--- src/ltf_pkg.sv ---
// Shared types and constants for the LED twinkle/fade engine.
// No dependencies; imported by every module of the block.
package ltf_pkg;

	localparam int MAX_PIXELS = 64;
	localparam int PIX_IDX_W  = $clog2(MAX_PIXELS);
	localparam int PIX_CNT_W  = PIX_IDX_W + 1;
	localparam int LEVEL_W    = 8;

	// Configuration register indexes
	localparam logic [1:0] CFG_FADE_RATE   = 2'd0;
	localparam logic [1:0] CFG_STAR_PERIOD = 2'd1;
	localparam logic [1:0] CFG_PIXEL_COUNT = 2'd2;

	localparam logic [LEVEL_W-1:0]   FADE_RATE_RST   = 8'd20;
	localparam logic [LEVEL_W-1:0]   STAR_PERIOD_RST = 8'd3;
	localparam logic [PIX_CNT_W-1:0] PIXEL_COUNT_RST = PIX_CNT_W'(MAX_PIXELS);

	typedef struct packed {
		logic [LEVEL_W-1:0] red;
		logic [LEVEL_W-1:0] green;
		logic [LEVEL_W-1:0] blue;
	} pixel_t;

	// Control handed from the sequencer to the fade unit for the head pixel
	typedef struct packed {
		logic               in_range;
		logic               star_hit;
		logic [LEVEL_W-1:0] rate;
	} fade_ctl_t;

endpackage

--- src/led_twinkle_fade_engine.sv ---
// An accepted frame tick starts a run; each in-range ring step then loads the output register.
// A new frame tick is taken only while idle. The pixel ring of MAX_PIXELS cells
// rotates once per tick, one pixel per cycle, and stalls while a result waits.
// Reset (arst_n low, asynchronous): all pixels dark, frame counter zero,
// registers at fade_rate 20, star_period 3, pixel_count 64; no clearing pass.
module led_twinkle_fade_engine (
	input  logic                                clk,
	input  logic                                arst_n,
	input  logic                                cfg_valid,
	output logic                                cfg_ready,
	input  logic [1:0]                          cfg_index,
	input  logic [7:0]                          cfg_data,
	input  logic                                in_valid,
	output logic                                in_ready,
	input  logic [ltf_pkg::PIX_IDX_W-1:0]       star_pixel,
	input  logic [ltf_pkg::LEVEL_W-1:0]         star_red,
	input  logic [ltf_pkg::LEVEL_W-1:0]         star_green,
	input  logic [ltf_pkg::LEVEL_W-1:0]         star_blue,
	output logic                                out_valid,
	input  logic                                out_ready,
	output logic [ltf_pkg::PIX_IDX_W-1:0]       pixel_index,
	output logic [ltf_pkg::LEVEL_W-1:0]         red,
	output logic [ltf_pkg::LEVEL_W-1:0]         green,
	output logic [ltf_pkg::LEVEL_W-1:0]         blue,
	output logic                                last_pixel
);
	import ltf_pkg::*;

	localparam logic ST_IDLE = 1'b0;
	localparam logic ST_RUN  = 1'b1;

	logic                 state_q;
	logic [LEVEL_W-1:0]   fade_rate_q;
	logic [LEVEL_W-1:0]   star_period_q;
	logic [PIX_CNT_W-1:0] pixel_count_q;
	logic [LEVEL_W-1:0]   frame_count_q;
	logic [PIX_CNT_W-1:0] active_q;
	logic [PIX_IDX_W-1:0] idx_q;
	logic                 star_due_q;
	logic [PIX_IDX_W-1:0] star_px_q;
	pixel_t               star_q;

	logic                 out_valid_q;
	logic [PIX_IDX_W-1:0] out_idx_q;
	pixel_t               out_pix_q;
	logic                 out_last_q;

	logic                 in_acc;
	logic                 advance;
	logic                 in_range;
	logic                 last_step;
	logic [LEVEL_W-1:0]   fc_inc;
	fade_ctl_t            ctl;
	pixel_t               faded;
	pixel_t               ring_q [MAX_PIXELS];
	pixel_t               ring_d [MAX_PIXELS];

	assign cfg_ready = 1'b1;
	assign in_ready  = (state_q == ST_IDLE);
	assign in_acc    = in_valid && in_ready;
	assign advance   = (state_q == ST_RUN) && (!out_valid_q || out_ready);
	assign in_range  = {1'b0, idx_q} < active_q;
	assign last_step = idx_q == PIX_IDX_W'(MAX_PIXELS - 1);
	assign fc_inc    = frame_count_q + 8'd1;

	assign ctl.in_range = in_range;
	assign ctl.star_hit = star_due_q && (star_px_q == idx_q);
	assign ctl.rate     = fade_rate_q;

	ltf_fade_unit u_fade (
		.head  (ring_q[0]),
		.star  (star_q),
		.ctl   (ctl),
		.faded (faded)
	);

	// ring: cell k takes cell k+1, the last cell takes the updated head pixel
	genvar k;
	generate
		for (k = 0; k < MAX_PIXELS; k++) begin : g_cell
			if (k == MAX_PIXELS - 1) begin : g_tail
				assign ring_d[k] = faded;
			end else begin : g_body
				assign ring_d[k] = ring_q[k+1];
			end
			ltf_cell u_cell (
				.clk    (clk),
				.arst_n (arst_n),
				.shift  (advance),
				.d      (ring_d[k]),
				.q      (ring_q[k])
			);
		end
	endgenerate

	always_ff @(posedge clk or negedge arst_n) begin
		if (!arst_n) begin
			fade_rate_q   <= FADE_RATE_RST;
			star_period_q <= STAR_PERIOD_RST;
			pixel_count_q <= PIXEL_COUNT_RST;
		end else if (cfg_valid && cfg_ready) begin
			unique case (cfg_index)
				CFG_FADE_RATE:   fade_rate_q   <= cfg_data;
				CFG_STAR_PERIOD: star_period_q <= cfg_data;
				CFG_PIXEL_COUNT: pixel_count_q <= cfg_data[PIX_CNT_W-1:0];
				default: ;
			endcase
		end
	end

	always_ff @(posedge clk or negedge arst_n) begin
		if (!arst_n) begin
			state_q       <= ST_IDLE;
			frame_count_q <= '0;
			idx_q         <= '0;
			star_due_q    <= 1'b0;
			active_q      <= '0;
		end else begin
			unique case (state_q)
				ST_IDLE: begin
					if (in_acc) begin
						state_q <= ST_RUN;
						// wrap the frame counter and flag a star when the period is reached
						if (fc_inc >= star_period_q) begin
							frame_count_q <= '0;
							star_due_q    <= 1'b1;
						end else begin
							frame_count_q <= fc_inc;
							star_due_q    <= 1'b0;
						end
						active_q <= (pixel_count_q > PIX_CNT_W'(MAX_PIXELS)) ?
						            PIX_CNT_W'(MAX_PIXELS) : pixel_count_q;
					end
				end
				ST_RUN: begin
					if (advance) begin
						idx_q <= idx_q + 1'b1;
						if (last_step) begin
							state_q <= ST_IDLE;
						end
					end
				end
				default: state_q <= ST_IDLE;
			endcase
		end
	end

	always_ff @(posedge clk) begin
		if (in_acc) begin
			star_px_q <= star_pixel;
			star_q    <= '{red: star_red, green: star_green, blue: star_blue};
		end
	end

	// output register: load on an in-range step, drop once the transaction completes
	always_ff @(posedge clk or negedge arst_n) begin
		if (!arst_n) begin
			out_valid_q <= 1'b0;
		end else if (advance && in_range) begin
			out_valid_q <= 1'b1;
		end else if (out_ready) begin
			out_valid_q <= 1'b0;
		end
	end

	always_ff @(posedge clk) begin
		if (advance && in_range) begin
			out_idx_q  <= idx_q;
			out_pix_q  <= faded;
			out_last_q <= ({1'b0, idx_q} + PIX_CNT_W'(1)) == active_q;
		end
	end

	assign out_valid   = out_valid_q;
	assign pixel_index = out_idx_q;
	assign red         = out_pix_q.red;
	assign green       = out_pix_q.green;
	assign blue        = out_pix_q.blue;
	assign last_pixel  = out_last_q;

`ifndef ASSERT_OFF
	a_start_run: assert property (@(posedge clk) disable iff (!arst_n)
		in_acc |=> (state_q == ST_RUN) && (idx_q == '0))
		else $error("frame did not start at pixel zero");

	a_end_run: assert property (@(posedge clk) disable iff (!arst_n)
		(advance && last_step) |=> (state_q == ST_IDLE))
		else $error("ring walk did not end after the last cell");

	a_idle_idx: assert property (@(posedge clk) disable iff (!arst_n)
		(state_q == ST_IDLE) |-> (idx_q == '0))
		else $error("pixel counter not home while idle");

	a_no_overwrite: assert property (@(posedge clk) disable iff (!arst_n)
		(out_valid_q && !out_ready) |-> !advance)
		else $error("ring advanced over a pending result");
`endif

endmodule

--- src/ltf_cell.sv ---
// One storage cell of the pixel ring: holds one pixel colour.
// Depends on ltf_pkg for pixel_t.
module ltf_cell (
	input  logic           clk,
	input  logic           arst_n,
	input  logic           shift,
	input  ltf_pkg::pixel_t d,
	output ltf_pkg::pixel_t q
);
	import ltf_pkg::*;

	pixel_t pix_q;

	// take the neighbor's colour on every ring step
	always_ff @(posedge clk or negedge arst_n) begin
		if (!arst_n) begin
			pix_q <= '0;
		end else if (shift) begin
			pix_q <= d;
		end
	end

	assign q = pix_q;

endmodule

--- src/ltf_fade_unit.sv ---
// Per-step pixel update: star insertion followed by saturating fade for in-range pixels.
// Depends on ltf_pkg for pixel_t and fade_ctl_t.
module ltf_fade_unit (
	input  ltf_pkg::pixel_t    head,
	input  ltf_pkg::pixel_t    star,
	input  ltf_pkg::fade_ctl_t ctl,
	output ltf_pkg::pixel_t    faded
);
	import ltf_pkg::*;

	pixel_t src;

	function automatic logic [LEVEL_W-1:0] fade_ch(input logic [LEVEL_W-1:0] lvl,
	                                               input logic [LEVEL_W-1:0] rate);
		fade_ch = (lvl > rate) ? (lvl - rate) : '0;
	endfunction

	always_comb begin
		src = ctl.star_hit ? star : head;
		if (ctl.in_range) begin
			faded.red   = fade_ch(src.red,   ctl.rate);
			faded.green = fade_ch(src.green, ctl.rate);
			faded.blue  = fade_ch(src.blue,  ctl.rate);
		end else begin
			// inactive pixels pass around the ring untouched
			faded = head;
		end
	end

endmodule
--- config.mk ---
export PLATFORM = sky130hd
export DESIGN_NAME = led_twinkle_fade_engine
export DESIGN_NICKNAME = d
export VERILOG_FILES = /design/src/ltf_pkg.sv /design/src/led_twinkle_fade_engine.sv /design/src/ltf_cell.sv /design/src/ltf_fade_unit.sv
export SDC_FILE = /design/constraint.sdc
export NUM_CORES = 2
export LEC_CHECK = 0
export BUFFER_PORTS_ARGS = -buffer_cell sky130_fd_sc_hd__buf_2
export CORE_MARGIN = 5
export CORE_UTILIZATION = 55
export DETAILED_ROUTE_END_ITERATION = 10
export HOLD_SLACK_MARGIN = 0.02
export PLACE_DENSITY = 0.76
export SYNTH_ARGS = -nofsm -noshare
export SYNTH_HDL_FRONTEND = slang
export SYNTH_SLANG_ARGS = --single-unit
--- constraint.sdc ---
create_clock -name clk -period 4.3 [get_ports clk]
set_clock_uncertainty 0.05 [all_clocks]
set_input_delay 0.43 -clock clk [delete_from_list [all_inputs] [get_ports clk]]
set_output_delay 0.43 -clock clk [all_outputs]
set_load 0.02 [all_outputs]
After elaboration in Yosys (flattened, before gate mapping)
Cells that the tools add are included.
{"block": "totals", "inputBits": 45, "elab_cells": 255, "regBits": 1644, "out_inout_bits": 34}
{"block": "op_classes", "n_eq_ne": 5, "muxes": 14, "n_addsub": 6, "bitwise_logic": 1, "reduce_logical": 13, "magnitude_cmp": 6}
{"op": "2-to-1 mux 24 bit", "n": 2}
{"op": "2-to-1 mux 8 bit", "n": 4}
{"op": "> comparator 8 bit", "n": 3}
{"op": "subtractor 8 bit", "n": 3}
{"op": "AND reduction 2 bit", "n": 5}
{"op": "adder 8 x 1 -> 8 bit (second input constant)", "n": 1}
{"op": ">= comparator 8 bit", "n": 1}
{"op": "adder 6 x 1 -> 7 bit (second input constant)", "n": 1}
{"op": "== test 7 bit", "n": 1}
{"op": "> comparator 7 bit (second input constant)", "n": 1}
{"op": "less-than comparator 6 x 7 -> 1 bit", "n": 1}
{"op": "2-to-1 mux 7 bit", "n": 1}
{"op": "adder 6 x 1 -> 6 bit (second input constant)", "n": 1}
{"op": "== test 6 bit", "n": 1}
{"op": "== test 6 bit (second input constant)", "n": 1}
{"op": "2-to-1 mux 1 bit", "n": 6}
{"op": "logical AND 1 bit", "n": 4}
{"op": "== test 2 x 1 -> 1 bit (second input constant)", "n": 1}
{"op": "== test 2 bit (second input constant)", "n": 1}
{"op": "zero test 2 bit", "n": 1}
{"op": "case mux 1 bit (2 select lines)", "n": 1}
{"op": "nonzero test 2 bit", "n": 1}
{"op": "zero test 1 bit", "n": 1}
{"op": "logical OR 1 bit", "n": 1}
{"op": "inverter 1 bit", "n": 1}

Depth between registers and ports, before layout
{"block": "depth", "word_depth": 6, "mapped_depth": 13, "depth_no_buf": 12}

By module
From an unflattened synthesis, not the netlist that was laid out.
{"block": "unflattened", "cells_unflattened": 3795, "area_unflattened_um2": 69771.9}
{"module": "ltf_cell", "seq_area_each_um2": 600.6, "area_per_inst_um2": 997.2, "n_inst": 64, "cells_each": 51}
{"module": "led_twinkle_fade_engine", "seq_area_each_um2": 3014.1, "area_per_inst_um2": 4324.1, "n_inst": 1, "cells_each": 290}
{"module": "ltf_fade_unit", "seq_area_each_um2": 0.0, "area_per_inst_um2": 1626.6, "n_inst": 1, "cells_each": 241}

Worst setup path before layout
No wires, ideal clock.
{"block": "synth_path", "path_type": "register -> register", "startpoint": "reg idx_q[3]", "endpoint": "reg g_cell[63].u_cell.pix_q, in the netlist g_cell[63].u_cell.q[14]", "synth_period_minus_slack_ps": 3391, "path_buffers": 3, "setup_ps": 125, "t_arrival_ps": 3216, "required_ps": 4125, "stages_incl_launch_ff": 13, "slack_ps": 909, "path_cell_list": "dfrtp_1 > clkbuf_1 > xor2_1 > nor4_4 > buf_4 > mux2_2 > ha_1 > buf_2 > nor2b_1 > a2111o_1 > a311oi_1 > o31ai_1 > mux2_2"}
{"item": "start, declared", "line": "led_twinkle_fade_engine.sv:38", "text": "logic [PIX_IDX_W-1:0] idx_q;"}
{"item": "start signal, assigned", "line": "led_twinkle_fade_engine.sv:137", "text": "idx_q <= idx_q + 1'b1;"}
{"item": "end signal, assigned", "line": "ltf_cell.sv:17", "text": "pix_q <= '0;"}
{"item": "end signal, assigned", "line": "ltf_cell.sv:19", "text": "pix_q <= d;"}
{"item": "end, declared", "line": "ltf_cell.sv:12", "text": "pixel_t pix_q;"}

==> metrics.md <==
| Metric | Value |
|---|---|
| Hold Crit Start | `cfg_index[0]` |
| Met1 usage | `between 20 and 30%` |
| Crit-path max FO | `24` |
| Fmax | `about 0.26 GHz` |
| Slowest stage delay, CP | `roughly 670 ps` |
| Status | `complete, no violations` |
| Critical path, cell by cell | `xor2_1 -> nor4_4 -> buf_12 -> mux2_2 -> ha_1 -> a211oi_1 -> o21bai_1 -> o22ai_1 -> o31ai_1 -> mux2_2` |
| Maxcap violations | `0` |
| GRT Residual Overflow | `0` |
| Post-synth cell types | `65` |
| Main synth FF type | `dfrtp_1` |
| Crit. Startpoint | `idx_q[3]` |
| Clk sinks | `between 1500 and 2000` |
| Die area | `~120000 µm²` |
| Most common cell after layout, fill and taps aside | `nand2_1` |
| Nets | `approximately 7100` |
| Syn Std Cell Area | `~63000 µm²` |
| Endpoints failing setup | `0` |
| #FFs+latches synth | `around 1600` |
| Syn nets | `7114` |
| Total GRT Usage | `roughly a fifth` |
| CTS buffer count | `160` |
| Core Region | `about 110000 µm²` |
| Slew headroom | `26.9%` |
| Syn-to-layout area delta | `11.8%` |
| Antenna violations before repair | `0` |
| Clock-pin slew of the registers on the worst-case setup and hold paths | `60 ps` |
| Crit path max-delay cell type | `o22ai_1` |
| Least-Margin Pin Slew | `between 1000 and 1500 ps` |
| Synthesis Warnings | `0` |
| 1st-iter DRT viols | `~3700` |
| Worst min-delay path class | `in -> reg` |
| Fin crit share | `approximately nine tenths` |
| Post-cts resize count | `0` |
| Starting Density | `between 50% and 60%` |
| Sequential share of the synthesized area | `65.3%` |
| WP data arrival | `about 4400 ps` |
| Die Span Y | `~350 µm` |
| EDFF count, synth | `61` |
| Worst VDD drop | `about 0.00045 V` |
| Most frequent cells in the layout | `nand2_1, dfrtp_1, clkbuf_16` |
| Number of H-tree levels | `4` |
| Tmin final | `about 3800 ps` |
| Largest net degree at the start of global routing | `250` |
| Finished Cell Area | `70900 µm²` |
| Width of the die | `roughly 350 µm` |
| DR vias/cell | `roughly 5.1` |
| Layout cells sized above 1 | `6.37%` |
| Cells after Synth | `approximately 7000` |
| WP data required | `between 4000 and 5000 ps` |
| Final TNS setup | `0 ps` |
| R2r startpoint | `idx_q[3]` |
| Port bufs | `77` |
| P per Cell Area | `587 nW/µm²` |
| Avg Inst Size Synth | `approximately 9 µm²` |
| Worst setup EP type | `flip-flop` |
| Dpl cell area | `between 60000 and 70000 µm²` |
| Total wire length | `127 mm` |
| Antenna diodes | `0` |
| Met3 global-route usage | `between 2 and 3%` |
| Fin. Hold Viols | `0` |
| Max Slew Vio Count | `0` |
| HPWL after DPL | `between 70 and 80 mm` |
| First-pass DRT Iterations | `5` |
| Vias in the first global route | `between 40000 and 50000` |
| Critical Path Start Type | `flip-flop` |
| Avg WL per Cell | `roughly 15 µm` |
| Asr flop ratio synth | `between 90% and 100%` |
| Post-CTS setup buffer count | `0` |
| Pleak | `0.0400 µW` |
| GRT Max-Usage Layer | `met2` |
| DR vias | `roughly 44000` |
| Top cell by count, worst path | `mux2_2` |
| Grt met2 use | `a little over a third` |
| Floorplan row count | `approximately 120` |
| RSZ-0062 raised after global routing | `false` |
| DRT antenna net count | `0` |
| GPL Wtd Cong | `just over 0.8` |
| First-pass GRT wire length | `about 220 mm` |
| DRC viols | `0` |
| Worst setup path class | `reg -> reg` |
| Worst-Skew Late Latency | `approximately 750 ps` |
| Clk buf depth | `3` |
| # IOs | `79` |
| CTS tree | `built` |
| Clock root cell | `clkbuf_16` |
repair_timing:
action | CTS | global route
endpoints found under the hold margin | 178 | 0
hold buffers | 40 | 0
endpoints found under the setup margin | 0 | 0
metal layers:
| metal | wire length [µm] | part of all wire, % |
|---|---|---|
| met4 | 3210 | 2.5 |
| met5 | 0 | 0 |
| met1 | 56000 | 44 |
| met2 | 64200 | 51 |
| met3 | 3400 | 2.7 |
synth_stat cells (16+ instances only):
cell type     n  area [µm²]
nand2_1    4613       17300
dfrtp_1    1578       39500
clkbuf_1    229         860
buf_2       119         596
edfxtp_1     61        1830
mux2_2       46         518
ha_1         40         500
o21ai_0      34         170
inv_1        31         116
nor2_1       26        97.6
xnor2_1      22         193
a21oi_1      17        85.1
a31oi_1      16         100
state kept, by name (all words and copies together), names as in the netlist:
name	flops
g_cell.u_cell.q	1536
star_q	24
blue	8
fade_rate_q	8
frame_count_q	8
green	8
red	8
star_period_q	8
active_q	7
pixel_count_q	7
idx_q	6
pixel_index	6
star_px_q	6
last_pixel	1
out_valid	1
star_due_q	1
state_q	1
final timing paths:
| path | to | slack [ps] | cells past startpoint |
|---|---|---|---|
| max in group asynchronous | g_cell[16].u_cell.q[3] | 2650 | 4 |
| setup / recovery | g_cell[63].u_cell.q[13] | 490 | 10 |
| hold / removal | fade_rate_q[4] | 110 | 5 |
| hold reg to reg | g_cell[31].u_cell.q[7] | 400 | 2 |
| setup reg to reg | g_cell[63].u_cell.q[13] | 490 | 10 |
| min in group asynchronous | g_cell[32].u_cell.q[10] | 310 | 2 |
where the power goes:
part	internal [µW]	total, µW	switching, µW
Sequential	18300	19800	1550
Clock	8090	14000	5870
Combinational	1920	7810	5890
Total	28300	41600	13300
critical path, delay by kind of cell, from the launching register on:
family / cells / cell delay (ps)
AND/OR/NAND/NOR: 1 / 330
flip-flops: 1 / 490
AO/OA/AOI/OAI: 4 / 1240
XOR/XNOR: 1 / 230
adder cells (fa/ha/maj): 1 / 420
multiplexers: 2 / 660
buffers and inverters: 1 / 240
layout make-up:
| class | count | area, µm² |
|---|---|---|
| multi-input cells | 4986 | 20300 |
| fillers | 9198 | 43600 |
| repair buffers | 198 | 1870 |
| inverters | 32 | 120 |
| well taps | 1512 | 1890 |
| clock buffers | 244 | 4690 |
| flip-flops and latches | 1644 | 41500 |
| clock inverters | 40 | 547 |
per-stage QoR:
stage | cells | hold slack [ps] | setup slack (ps) | total power (µW) | util (%)
floorplan | 7026 | 84.4 | 909 | 25400 | -
global placement | 8332 | 396 | 567 | 27700 | 57.0
detailed placement | 8332 | 399 | 505 | 28000 | 57.0
CTS | 8656 | 36.6 | 457 | 42100 | 61.9
global route | 8656 | 94.5 | 286 | 44000 | 61.9
finish | 8656 | 107 | 490 | 41600 | 61.9
cells by family (layout without fill, tap and decap cells):
kind of cell               Yosys count  in the layout  share of synthesized area, %
adders and majority gates           43             43                         0.884
buffers and inverters              396            514                          2.64
DFF                               1644           1644                          65.3
xor gates and xnor gates            37             37                         0.511
other                                1              1                       0.00591
AOI/OAI and AO/OA                  123            123                          1.28
and+or+nand+nor                   4733           4733                          28.5
muxes                               49             49                         0.864
No activity file was read; power rests on OpenSTA's default activity.
